<file path="src/sv/ascd_pkg.sv">
// Package with the formats, register indexes and shaping coefficients of the converter.
`timescale 1ns / 1ps
package ascd_pkg;

   localparam int ASCD_FRACTION_BITS = 16;
   localparam int COEF_BITS          = 14;
   localparam int COEF_WIDTH         = 17;
   localparam int NUM_TAPS           = 5;

   localparam logic [1:0] FMT_INT16 = 2'd0;
   localparam logic [1:0] FMT_INT24 = 2'd1;
   localparam logic [1:0] FMT_FLOAT = 2'd2;

   localparam logic [1:0] DITHER_NONE   = 2'd0;
   localparam logic [1:0] DITHER_RECT   = 2'd1;
   localparam logic [1:0] DITHER_TRI    = 2'd2;
   localparam logic [1:0] DITHER_SHAPED = 2'd3;

   localparam logic [1:0] CSR_SOURCE_FORMAT = 2'd0;
   localparam logic [1:0] CSR_DEST_FORMAT   = 2'd1;
   localparam logic [1:0] CSR_DITHER_MODE   = 2'd2;

   typedef struct packed {
      logic [1:0] source_format;
      logic [1:0] dest_format;
      logic [1:0] dither_mode;
   } cfg_type;

   // Lipshitz shaping filter in Q14.
   function automatic logic signed [COEF_WIDTH-1:0] shape_coef(input int k);
      logic signed [COEF_WIDTH-1:0] c;
      case (k)
         0:       c = 17'sd33309;
         1:       c = -17'sd35471;
         2:       c = 17'sd32096;
         3:       c = -17'sd26051;
         default: c = 17'sd10075;
      endcase
      return c;
   endfunction

endpackage

</file>
<file path="src/sv/ascd_fifo.sv">
// Two-entry queue used between the front and back parts and on the result side.
`timescale 1ns / 1ps
module ascd_fifo #(
   parameter int WIDTH = 32
) (
   input  logic             clock,
   input  logic             reset,
   input  logic             push,
   input  logic [WIDTH-1:0] push_data,
   input  logic             pop,
   output logic [WIDTH-1:0] pop_data,
   output logic             full,
   output logic             empty
);

   logic [WIDTH-1:0] mem_ff [2];
   logic             wr_ptr_ff, wr_ptr_in;
   logic             rd_ptr_ff, rd_ptr_in;
   logic [1:0]       count_ff, count_in;
   logic             do_push, do_pop;

   assign full     = (count_ff == 2'd2);
   assign empty    = (count_ff == 2'd0);
   assign do_push  = push && !full;
   assign do_pop   = pop && !empty;
   assign pop_data = mem_ff[rd_ptr_ff];

   always_comb begin
      wr_ptr_in = do_push ? ~wr_ptr_ff : wr_ptr_ff;
      rd_ptr_in = do_pop ? ~rd_ptr_ff : rd_ptr_ff;
      count_in  = count_ff + {1'b0, do_push} - {1'b0, do_pop};
   end

   always_ff @(posedge clock) begin
      if (reset) begin
         wr_ptr_ff <= 1'b0;
         rd_ptr_ff <= 1'b0;
         count_ff  <= 2'd0;
      end else begin
         wr_ptr_ff <= wr_ptr_in;
         rd_ptr_ff <= rd_ptr_in;
         count_ff  <= count_in;
      end
   end

   always_ff @(posedge clock) begin
      if (do_push) begin
         mem_ff[wr_ptr_ff] <= push_data;
      end
   end

endmodule

</file>
<file path="src/sv/ascd_front.sv">
// Front part: classifies an item and forms either its final word or its fixed-point value.
`timescale 1ns / 1ps
module ascd_front import ascd_pkg::*; #(
   parameter int FRACTION_BITS = ASCD_FRACTION_BITS,
   parameter int W             = FRACTION_BITS + 28
) (
   input  cfg_type                cfg,
   input  logic [31:0]            sample_in,
   output logic                   narrow,
   output logic [31:0]            word,
   output logic signed [W-1:0]    x
);

   logic [1:0] sf, df;

   function automatic logic [31:0] to_float(input logic signed [23:0] v, input logic is24);
      logic [23:0] m;
      logic [4:0]  p;
      logic [7:0]  ex;
      logic [23:0] sh;
      m = v[23] ? 24'(-v) : 24'(v);
      p = 5'd0;
      for (int i = 0; i < 24; i++) begin
         if (m[i]) p = 5'(i);
      end
      ex = {3'b000, p} + (is24 ? 8'd104 : 8'd112);
      sh = m << (5'd23 - p);
      return (m == 24'd0) ? 32'd0 : {v[23], ex, sh[22:0]};
   endfunction

   always_comb begin
      logic [7:0]   e;
      logic [22:0]  man;
      logic [23:0]  v24;
      logic [W-1:0] mag;
      logic [63:0]  ext;
      logic [23:0]  qm;
      logic         up;
      int           dpos;
      int           sh_i;
      sf     = (cfg.source_format == 2'd3) ? FMT_FLOAT : cfg.source_format;
      df     = (cfg.dest_format == 2'd3) ? FMT_FLOAT : cfg.dest_format;
      e      = sample_in[30:23];
      man    = sample_in[22:0];
      v24    = {(e != 8'd0), man};
      dpos   = (df == FMT_INT16) ? 15 : 23;
      sh_i   = ((e == 8'd0) ? 1 : int'(e)) - 150 + dpos + FRACTION_BITS;
      ext    = 64'd0;
      qm     = 24'd0;
      up     = 1'b0;
      mag    = '0;
      narrow = 1'b0;
      word   = sample_in;
      x      = '0;
      if (sf == df) begin
         if (sf == FMT_INT16) word = 32'(signed'(sample_in[15:0]));
         else if (sf == FMT_INT24) word = 32'(signed'(sample_in[23:0]));
      end else if (df == FMT_FLOAT) begin
         word = (sf == FMT_INT16) ? to_float(24'(signed'(sample_in[15:0])), 1'b0)
                                  : to_float(signed'(sample_in[23:0]), 1'b1);
      end else if (sf == FMT_INT16) begin
         word = {{8{sample_in[15]}}, sample_in[15:0], 8'd0};
      end else begin
         narrow = 1'b1;
         if (sf == FMT_INT24) begin
            x = W'(signed'(sample_in[23:0])) <<< (FRACTION_BITS - 8);
         end else begin
            // Float input is clamped to [-1, 1]; NaN counts as zero.
            if (e == 8'hFF && man != 23'd0) begin
               mag = '0;
            end else if (e >= 8'd127) begin
               mag = W'(1) << (dpos + FRACTION_BITS);
            end else if (sh_i >= 0) begin
               mag = W'(v24) << sh_i;
            end else begin
               ext = {v24, 40'd0} >> (-sh_i);
               qm  = ext[63:40];
               up  = ext[39] && ((|ext[38:0]) || qm[0]);
               mag = W'(qm) + W'(up);
            end
            x = sample_in[31] ? -signed'(mag) : signed'(mag);
         end
      end
   end

endmodule

</file>
<file path="src/sv/ascd_back.sv">
// Back part: dither, noise shaping, rounding and saturation; one item at a time.
`timescale 1ns / 1ps
module ascd_back import ascd_pkg::*; #(
   parameter int FRACTION_BITS = ASCD_FRACTION_BITS,
   parameter int W             = FRACTION_BITS + 28
) (
   input  logic                 clock,
   input  logic                 reset,
   input  cfg_type              cfg,
   input  logic                 head_valid,
   input  logic                 head_narrow,
   input  logic [31:0]          head_word,
   input  logic signed [W-1:0]  head_x,
   input  logic [15:0]          head_noise_a,
   input  logic [15:0]          head_noise_b,
   input  logic                 head_block_start,
   input  logic                 out_full,
   output logic                 head_pop,
   output logic                 out_push,
   output logic [31:0]          out_word
);

   localparam int F  = FRACTION_BITS;
   localparam int EW = F + 2;
   localparam int PW = COEF_WIDTH + EW;
   localparam int AW = PW + 3;

   logic signed [EW-1:0] tap_ff [NUM_TAPS];
   logic signed [EW-1:0] tap_in [NUM_TAPS];
   logic signed [F-1:0]  prev_ff, prev_in;

   logic                 a_valid_ff, a_valid_in;
   logic                 a_narrow_ff, a_clr_ff;
   logic [31:0]          a_word_ff;
   logic signed [W-1:0]  a_x_ff;
   logic signed [F-1:0]  a_na_ff, a_nb_ff, a_prev_ff;
   logic signed [PW-1:0] a_p_ff [NUM_TAPS];

   logic                 take, clr;
   logic signed [F-1:0]  na, nb;

   function automatic logic signed [F-1:0] noise_value(input logic [15:0] n);
      logic [F-1:0] nv;
      nv = F'({n, 8'd0} >> (24 - F));
      // Subtracting half of the range is a flip of the top bit.
      return signed'({~nv[F-1], nv[F-2:0]});
   endfunction

   assign take     = head_valid && !a_valid_ff && !out_full;
   assign head_pop = take;
   assign clr      = head_block_start && head_narrow && cfg.dither_mode[1];
   assign na       = noise_value(head_noise_a);
   assign nb       = noise_value(head_noise_b);
   assign a_valid_in = take;

   always_ff @(posedge clock) begin
      if (reset) begin
         a_valid_ff <= 1'b0;
      end else begin
         a_valid_ff <= a_valid_in;
      end
   end

   // Capture step: register the item and the products of the shaping filter.
   always_ff @(posedge clock) begin
      if (take) begin
         a_narrow_ff <= head_narrow;
         a_clr_ff    <= clr;
         a_word_ff   <= head_word;
         a_x_ff      <= head_x;
         a_na_ff     <= na;
         a_nb_ff     <= nb;
         a_prev_ff   <= clr ? '0 : prev_ff;
         for (int k = 0; k < NUM_TAPS; k++) begin
            a_p_ff[k] <= clr ? '0 : PW'(shape_coef(k)) * PW'(tap_ff[k]);
         end
      end
   end

   // Finish step: finish the value and update the dither state.
   always_comb begin
      logic signed [AW-1:0] acc;
      logic signed [AW-1:0] acc_q;
      logic                 acc_up;
      logic signed [W-1:0]  xe, y, qf, qr, qs, hi, lo;
      logic                 y_up;
      logic signed [EW-1:0] err;
      acc = '0;
      for (int k = 0; k < NUM_TAPS; k++) begin
         acc = acc + AW'(a_p_ff[k]);
      end
      acc_q  = acc >>> COEF_BITS;
      acc_up = acc[COEF_BITS-1] && ((|acc[COEF_BITS-2:0]) || acc_q[0]);
      xe     = a_x_ff + W'(acc_q) + W'({1'b0, acc_up});
      unique case (cfg.dither_mode)
         DITHER_NONE:   y = a_x_ff;
         DITHER_RECT:   y = a_x_ff - W'(a_na_ff);
         DITHER_TRI:    y = a_x_ff + W'(a_na_ff) - W'(a_prev_ff);
         DITHER_SHAPED: y = W'(a_na_ff) + W'(a_nb_ff) + xe;
         default:       y = a_x_ff;
      endcase
      qf   = y >>> F;
      y_up = y[F-1] && ((|y[F-2:0]) || qf[0]);
      qr   = qf + W'({1'b0, y_up});
      err  = EW'(xe - (qr <<< F));
      hi   = (cfg.dest_format == FMT_INT16) ? W'(32767) : W'(8388607);
      lo   = (cfg.dest_format == FMT_INT16) ? -W'(32768) : -W'(8388608);
      if (qr > hi) qs = hi;
      else if (qr < lo) qs = lo;
      else qs = qr;
      out_push = a_valid_ff;
      out_word = a_narrow_ff ? 32'(qs) : a_word_ff;

      prev_in = prev_ff;
      for (int k = 0; k < NUM_TAPS; k++) begin
         tap_in[k] = tap_ff[k];
      end
      if (a_valid_ff && a_narrow_ff) begin
         if (a_clr_ff) begin
            prev_in = '0;
            for (int k = 0; k < NUM_TAPS; k++) begin
               tap_in[k] = '0;
            end
         end
         if (cfg.dither_mode == DITHER_TRI) begin
            prev_in = a_na_ff;
         end else if (cfg.dither_mode == DITHER_SHAPED) begin
            tap_in[0] = err;
            for (int k = 1; k < NUM_TAPS; k++) begin
               tap_in[k] = a_clr_ff ? '0 : tap_ff[k-1];
            end
         end
      end
   end

   always_ff @(posedge clock) begin
      if (reset) begin
         prev_ff <= '0;
         for (int k = 0; k < NUM_TAPS; k++) begin
            tap_ff[k] <= '0;
         end
      end else begin
         prev_ff <= prev_in;
         for (int k = 0; k < NUM_TAPS; k++) begin
            tap_ff[k] <= tap_in[k];
         end
      end
   end

endmodule

</file>
<file path="src/sv/audio_sample_convert_dither.sv">
// Top level of the audio sample converter with dither and noise shaping.
//
// Input side behaves as a queue: an item (sample, two noise words, block start
// flag) is taken when req_push is high and req_full is low.
// Result side behaves as a queue too: rsp_sample_out holds the oldest result
// while rsp_empty is low, and it is removed when rsp_pop is high.
// Configuration writes go through csr_valid/csr_ready with a register index
// and two data bits; csr_ready is always high. Write only while idle.
// A front stage classifies each item and forms its final word or its
// fixed-point value; a two-entry queue decouples it from the back stage,
// which takes no new item while the last one is still being finished,
// because the shaped error of one sample feeds the next sample's filter.
// A stalled receiver fills the two-entry result queue and then the input
// queue, after which req_full rises; nothing is lost.
// Reset empties both queues, clears the dither state and loads the registers
// with float source, int16 destination and noise-shaped dither.
`timescale 1ns / 1ps
module audio_sample_convert_dither import ascd_pkg::*; #(
   parameter int FRACTION_BITS = ASCD_FRACTION_BITS
) (
   input  logic        clock,
   input  logic        reset,
   input  logic        req_push,
   output logic        req_full,
   input  logic [31:0] req_sample_in,
   input  logic [15:0] req_noise_a,
   input  logic [15:0] req_noise_b,
   input  logic        req_block_start,
   output logic        rsp_empty,
   input  logic        rsp_pop,
   output logic [31:0] rsp_sample_out,
   input  logic        csr_valid,
   output logic        csr_ready,
   input  logic [1:0]  csr_index,
   input  logic [1:0]  csr_data
);

   localparam int W  = FRACTION_BITS + 28;
   localparam int QW = 1 + 32 + W + 16 + 16 + 1;

   cfg_type cfg_ff, cfg_in;

   logic                f_narrow;
   logic [31:0]         f_word;
   logic signed [W-1:0] f_x;
   logic [QW-1:0]       q_push_data, q_head;
   logic                q_full, q_empty, q_pop;
   logic                b_out_push, o_full;
   logic [31:0]         b_out_word;

   assign csr_ready = 1'b1;

   always_comb begin
      cfg_in = cfg_ff;
      if (csr_valid) begin
         unique case (csr_index)
            CSR_SOURCE_FORMAT: cfg_in.source_format = csr_data;
            CSR_DEST_FORMAT:   cfg_in.dest_format   = csr_data;
            CSR_DITHER_MODE:   cfg_in.dither_mode   = csr_data;
            default:           cfg_in = cfg_ff;
         endcase
      end
   end

   always_ff @(posedge clock) begin
      if (reset) begin
         cfg_ff.source_format <= FMT_FLOAT;
         cfg_ff.dest_format   <= FMT_INT16;
         cfg_ff.dither_mode   <= DITHER_SHAPED;
      end else begin
         cfg_ff <= cfg_in;
      end
   end

   ascd_front #(.FRACTION_BITS(FRACTION_BITS), .W(W)) u_front (
      .cfg       (cfg_ff),
      .sample_in (req_sample_in),
      .narrow    (f_narrow),
      .word      (f_word),
      .x         (f_x)
   );

   assign q_push_data = {f_narrow, f_word, f_x, req_noise_a, req_noise_b, req_block_start};
   assign req_full    = q_full;

   ascd_fifo #(.WIDTH(QW)) u_queue (
      .clock     (clock),
      .reset     (reset),
      .push      (req_push),
      .push_data (q_push_data),
      .pop       (q_pop),
      .pop_data  (q_head),
      .full      (q_full),
      .empty     (q_empty)
   );

   ascd_back #(.FRACTION_BITS(FRACTION_BITS), .W(W)) u_back (
      .clock            (clock),
      .reset            (reset),
      .cfg              (cfg_ff),
      .head_valid       (!q_empty),
      .head_narrow      (q_head[QW-1]),
      .head_word        (q_head[QW-2 -: 32]),
      .head_x           (signed'(q_head[W+32:33])),
      .head_noise_a     (q_head[32:17]),
      .head_noise_b     (q_head[16:1]),
      .head_block_start (q_head[0]),
      .out_full         (o_full),
      .head_pop         (q_pop),
      .out_push         (b_out_push),
      .out_word         (b_out_word)
   );

   ascd_fifo #(.WIDTH(32)) u_result (
      .clock     (clock),
      .reset     (reset),
      .push      (b_out_push),
      .push_data (b_out_word),
      .pop       (rsp_pop),
      .pop_data  (rsp_sample_out),
      .full      (o_full),
      .empty     (rsp_empty)
   );

endmodule

</file>
<file path="config.mk">
export PLATFORM = sky130hd
export DESIGN_NAME = audio_sample_convert_dither
export DESIGN_NICKNAME = d
export VERILOG_FILES = /design/src/sv/ascd_pkg.sv /design/src/sv/ascd_fifo.sv /design/src/sv/ascd_front.sv /design/src/sv/ascd_back.sv /design/src/sv/audio_sample_convert_dither.sv
export SDC_FILE = /design/constraint.sdc
export NUM_CORES = 2
export LEC_CHECK = 0
export BUFFER_PORTS_ARGS = -buffer_cell sky130_fd_sc_hd__buf_2
export CORE_UTILIZATION = 50
export CTS_CLUSTER_SIZE = 20
export DETAILED_ROUTE_END_ITERATION = 6
export GPL_TIMING_DRIVEN = 0
export PLACE_DENSITY = 0.65
export SLEW_MARGIN = 30
export SYNTH_ARGS = -nofsm -noshare
export SYNTH_HDL_FRONTEND = slang
export SYNTH_HIERARCHICAL = 1
export SYNTH_SLANG_ARGS = --single-unit
</file>
<file path="constraint.sdc">
create_clock -name clock -period 28.7 [get_ports clock]
set_clock_uncertainty 0.1 [all_clocks]
set_input_delay 1.435 -clock clock [delete_from_list [all_inputs] [get_ports clock]]
set_output_delay 1.435 -clock clock [all_outputs]
set_load 0.02 [all_outputs]
</file>
Yosys cells after proc, flatten, opt, wreduce, memory -nomap -nowiden. Memory sizes are Yosys's and may differ from the RTL's. A register that Yosys moved wholly into a read port is not among the register bits. Index checks and enable logic that the tools add are counted.

Bits in registers: 157. Memory bits (writable): 549. Input port bits: 74. Memories kept: 4.

$add $sub $neg: 30. Multiply operators: 5. $lt $le $gt $ge: 4. Equality and inequality tests: 13. Shift-type cells: 5. Muxes and demuxes: 123. Bitwise logic cells: 11. Reductions and logical operators: 41.

Memories: u_queue.mem_ff (depth 2, width 110, read ports 1, clocked after Yosys merged registers in 1, write ports 1, RTL line ascd_fifo.sv:16) `logic [WIDTH-1:0] mem_ff [2];`; u_back.a_p_ff (depth 5, width 35, read ports 5, clocked after Yosys merged registers in 0, write ports 5, RTL line ascd_back.sv:37) `logic signed [PW-1:0] a_p_ff [NUM_TAPS];`; u_back.tap_ff (depth 5, width 18, read ports 5, clocked after Yosys merged registers in 0, write ports 5, RTL line ascd_back.sv:28) `logic signed [EW-1:0] tap_ff [NUM_TAPS];`; u_result.mem_ff (depth 2, width 32, read ports 1, clocked after Yosys merged registers in 1, write ports 1, RTL line ascd_fifo.sv:16).

Operators by type and width (count): two-way mux 44 bit (12); two-way mux 90 bit (4); two-way mux 32 bit (11); case mux 44 bit (4 select lines) (1); multiplier 17 x 18 -> 35 bit (5); two-way mux 35 bit (5); two-way mux 18 bit (9); two-way mux 5 bit (21); subtractor 44 x 16 -> 44 bit (2); two-way mux 17 bit (5); adder 38 x 35 -> 38 bit (2); adder 32 x 6 -> 32 bit, second input constant (2); two-way mux 4 bit (16); right shift 64 x 32 -> 64 bit (1); logical NOT 24 bit (2); two-way mux 24 bit (2); << shifter 24 x 5 -> 23 bit (2); two-way mux 23 bit (2); adder 17 x 44 -> 44 bit (1); adder 44 x 1 -> 44 bit (1); adder 44 x 16 -> 44 bit (1); adder 44 bit (1); negation 44 bit (1); << shifter 1 x 32 -> 44 bit, first input constant (1); other kinds (43) (122).

Depth between registers and ports, before layout.
Word-level depth: 33. Gate-level depth with buffers: 71.

Modules after synthesis. The synthesis kept the hierarchy.

Modules (own cells, without submodules): ascd_back (instances 1, cells an instance 6304, area each 60521.8 µm², seq. area each 11030.6 µm²); ascd_front (instances 1, cells an instance 2020, area each 12849.8 µm², seq. area each 0.0 µm²); ascd_fifo (u_queue) (instances 1, cells an instance 369, area each 8204.1 µm², seq. area each 6706.4 µm²); ascd_fifo (u_result) (instances 1, cells an instance 127, area each 2542.4 µm², seq. area each 2021.9 µm²); audio_sample_convert_dither (instances 1, cells an instance 29, area each 277.8 µm², seq. area each 120.1 µm²).

Worst setup path before layout. No wires, ideal clock.

Kind: flip-flop to flip-flop. From: register u_queue.count_ff[1]. To: register u_queue.count_ff[1]. Arrival: 24027 ps. Data required time: 28486 ps. Slack: 4459 ps. Cell stages (with the launch flop): 11. Period minus slack after synthesis: 24241 ps. Cell sequence: dfxtp_1 > nor2_1 > inv_1 > nor3b_1 > o21a_1 > ha_1 > inv_1 > ha_1 > xor2_1 > and2_1 > nor3_1.

Longest elaborated chain between the ends: 6. Elaborated cells on any way between the ends: 10. Those cells by class: add/sub: 2; eq/ne: 1; reduce/logical: 7.

Ends and longest elaborated chain: start: declaration (RTL line ascd_fifo.sv:19) `logic [1:0] count_ff, count_in;`; start signal: assignment (RTL line ascd_fifo.sv:42) `count_ff <= count_in;`; logical NOT 2 bit (RTL line ascd_fifo.sv:23) `assign empty = (count_ff == 2'd0);`; via q_empty (RTL line audio_sample_convert_dither.sv:47) `logic q_full, q_empty, q_pop;`; logical NOT 1 bit (RTL line audio_sample_convert_dither.sv:101) `.head_valid (!q_empty),`; logical AND 1 bit (2 in a row) (RTL line ascd_back.sv:49) `assign take = head_valid && !a_valid_ff && !out_full;`; via q_pop (RTL line audio_sample_convert_dither.sv:47); logical AND 1 bit (RTL line ascd_fifo.sv:25) `assign do_pop = pop && !empty;`; via u_queue.do_pop (RTL line ascd_fifo.sv:20) `logic do_push, do_pop;`; subtractor 2 x 1 -> 2 bit (RTL line ascd_fifo.sv:31) `count_in = count_ff + {1'b0, do_push} - {1'b0, do_pop};`.

The timed path passes the listed nets, and every way through them passes these cells. A chain may end at the register's enable or synchronous reset.

==> results by group <==
Worst setup path
  • Worst Path Required: 29.03 ns
  • WP buf/inv: 4
  • Critical Path Source: u_back/a_p_ff[0][2]$_SDFFCE_PP0P_
  • Worst-path fanout max: 10
  • Launch point of the worst reg-to-reg path: u_back/a_p_ff[0][2]$_SDFFCE_PP0P_
  • Max incr delay on CP: 0.90 ns
  • Crit path kind: reg2reg
  • CP endpoint kind: register
  • Slowest cell on crit path: a221oi_1
  • Critical Path AT: 18.47 ns
  • Crit-path leading delay family: compound AO/OA/AOI/OAI gates
  • Most used cell, CP: a21oi_1
  • Setup crit start kind: register

Status
  • Failing checks: DRC
  • Status: finished, violations left

Cells and area
  • Share of layout cells above drive strength 1: 0.0804
  • Layout area overhead: 7.85%
  • Fillers: 15,200
  • Nets: 10,900
  • Seq. cell area: 19,900 µm²
  • Multi-input gate area: 58,400 µm²

CTS
  • Post-CTS setup buffer count: 0
  • CTS resizes: 0
  • Largest buffer count on any clock path: 3
  • Clock transition at path regs: 0.06 ns
  • Sink Count: 703
  • H-tree depth: 3
  • Root buf cell: clkbuf_16
  • Clock tree from TritonCTS: built
  • Clock Latency Late Sink: 0.70 ns
  • CTS buffer count: 80
  • Cts hold-fix bufs: 0

Synthesis
  • Synth unique cells: 133
  • Asr flop ratio synth: 0
  • Seq cells post-synth: 703
  • Register area share after synthesis: 0.236
  • Area contributors post-synth: edfxtp_1 (21%), fa_1 (18%), ha_1 (14%), inv_1 (5.5%), dfxtp_1 (2.9%)
  • Gate Count Post-Synth: 8,849
  • Syn Nets: 10,600
  • Synthesized area: 84,400 µm²
  • Top_reg_cell synth: edfxtp_1
  • Yosys top cell area share: 0.206
  • Commonest cells post-synth: inv_1 (1,246), ha_1 (958), fa_1 (742)
  • Syn avg cell area: 9.54 µm²
  • YS warnings: 6
  • Largest area contributor in the netlist: edfxtp_1
  • Most common cell in the synthesized netlist: inv_1
  • Number of flops mapped to enable cells by yosys: 580

Floorplan
  • Starting density of the core: 0.504
  • CORE AREA: 167,000 µm²
  • Die height: 413 µm
  • Die width: 413 µm
  • Ports: 109
  • Die ar.: 170,000 µm²
  • # rows: 150

Timing
  • RSZ-0062 raised after global routing: no
  • Period utilization: 0.632
  • Fmax: 55.1 MHz
  • Fin worst setup slack: 10.57 ns
  • Measured slew at the worst slew-check pin: 1.12 ns
  • Final Max Tran Viols: 0
  • Final Hold Viols: 0
  • Crit path time final: 18.13 ns
  • Rel. slew slack: 0.251
  • Final setup fails: 0

Global route
  • First-pass GRT wire length: 440 mm
  • Initial antenna violation count: 16
  • M2 GR Usage: 0.499
  • Vias in the first global route: 67,600
  • Largest net degree at the start of global routing: 72
  • Met1 Use GR: 0.527
  • GR peak layer: met1
  • Overflow after GRT: 0
  • GR Layer Usage met3: 0.0503
  • Total GRT Usage: 0.345

Routing
  • Routed wire length: 296 mm
  • Wire length per cell: 26.1 µm
  • Initial drt markers: 7,364
  • Routed Antenna Nets: 0
  • Number of remaining DRC errors: 12
  • DR pass1 iterations: 7
  • Vias per Instance: 6.21
  • Via count: 70,500

Worst hold path
  • Hold crit path type: reg2reg
  • Hold wc startpoint: cfg_ff[3]$_SDFFE_PP0P_

Run
  • Maxcap violations: 0

Placed design
  • Place WS: 11.13 ns
  • Port bufs: 96
  • Gp weighted congestion: 0.999
  • Post-DP HPWL: 244 mm
cells by family after synthesis:
logic type	synth area share
flip-flops	0.236
AND/OR/NAND/NOR	0.127
buffers and inverters	0.0741
multiplexers	0.0403
XOR/XNOR	0.0416
other	0.0000444
adder cells (fa/ha/maj)	0.318
AO/OA/AOI/OAI	0.163
per-stage QoR:
stage	area [µm²]	hold slack [ns]	util	setup TNS, ns	std cells
2_1_floorplan	84400	0.351	-	0	8849
4_1_cts	91000	0.392	0.543	0	11300
6_report	91000	0.393	0.544	0	11400
5_1_grt	91000	0.407	0.544	0	11300
3_3_place_gp	87600	0.367	0.523	-1820.28	11100
3_5_place_dp	88300	0.380	0.527	0	11200
final timing paths:
path / endpoint / cells after the start / slack [ns]
setup reg to reg: u_result/mem_ff[0][26]$_DFFE_PP_ / 57 / 10.57
hold reg to reg: cfg_ff[3]$_SDFFE_PP0P_ / 2 / 0.39
hold / removal: cfg_ff[3]$_SDFFE_PP0P_ / 2 / 0.39
setup / recovery: u_result/mem_ff[0][26]$_DFFE_PP_ / 57 / 10.57
state kept, by name (all words and copies together), names as in the netlist, named ones only:
signal	count
cfg_ff	6
u_back/a_clr_ff	1
u_back/a_na_ff	16
u_back/a_narrow_ff	1
u_back/a_nb_ff	16
u_back/a_p_ff	170
u_back/a_prev_ff	16
u_back/a_word_ff	32
u_back/a_x_ff	44
u_back/out_push	1
u_back/prev_ff	16
u_back/tap_ff	90
u_queue/count_ff	2
u_queue/mem_ff	220
u_queue/rd_ptr_ff	1
u_queue/wr_ptr_ff	1
u_result/count_ff	2
u_result/mem_ff	64
u_result/rd_ptr_ff	1
u_result/wr_ptr_ff	1
worst register-to-register path: cells and delay by family, from the launching register on:
kind	cells	cell delay, ns
adders and majority gates	9	3.80
xor gates and xnor gates	4	1.11
and+or+nand+nor	13	4.52
buffers and inverters	4	0.29
AOI/OAI and AO/OA	27	7.69
DFF	1	0.37
cells in the final DEF (no fill, tap or decap), types with 48 or more instances in the layout:
cell,synthesis,routed
inv_1,1246,1242
ha_1,958,958
fa_1,742,742
nor2_1,650,647
edfxtp_1,580,580
nand2_1,468,468
a21oi_1,450,450
o21ai_0,328,327
clkbuf_1,256,267
xnor2_1,248,247
nor3_1,189,189
mux2_2,173,173
nand3_1,157,156
xor2_1,150,150
buf_2,35,136
a21o_1,125,125
dfxtp_1,123,119
a22oi_1,112,112
mux2i_1,92,92
and2_1,92,92
a211oi_1,86,84
nand2b_1,83,83
nand4_1,83,83
clkbuf_16,0,82
a31oi_1,78,78
or3_1,74,74
o31ai_1,70,70
o21bai_1,68,68
o21a_1,68,68
o211ai_1,64,64
nor2b_1,63,63
and3_1,59,59
buf_4,16,54
nor4_1,57,53
or2_2,48,48
area by class of cell:
class	count	area share
Antenna cell	3	0.0000825
Buffer	345	0.0172
Clock buffer	108	0.0239
Clock inverter	39	0.00583
Inverter	1256	0.0520
Multi-Input combinational cell	6545	0.641
Sequential cell	703	0.218
Tap cell	2204	0.0303
Timing Repair Buffer	147	0.0109
per-layer routing:
metal,vias up,share of wire
met5,-,0.000078
met4,4,0.032
met3,468,0.085
met2,3055,0.42
met1,35200,0.46
li1,31700,-
Power is not shown: default switching activity piles up to over one toggle a cycle in this logic, so the estimate is an artifact.
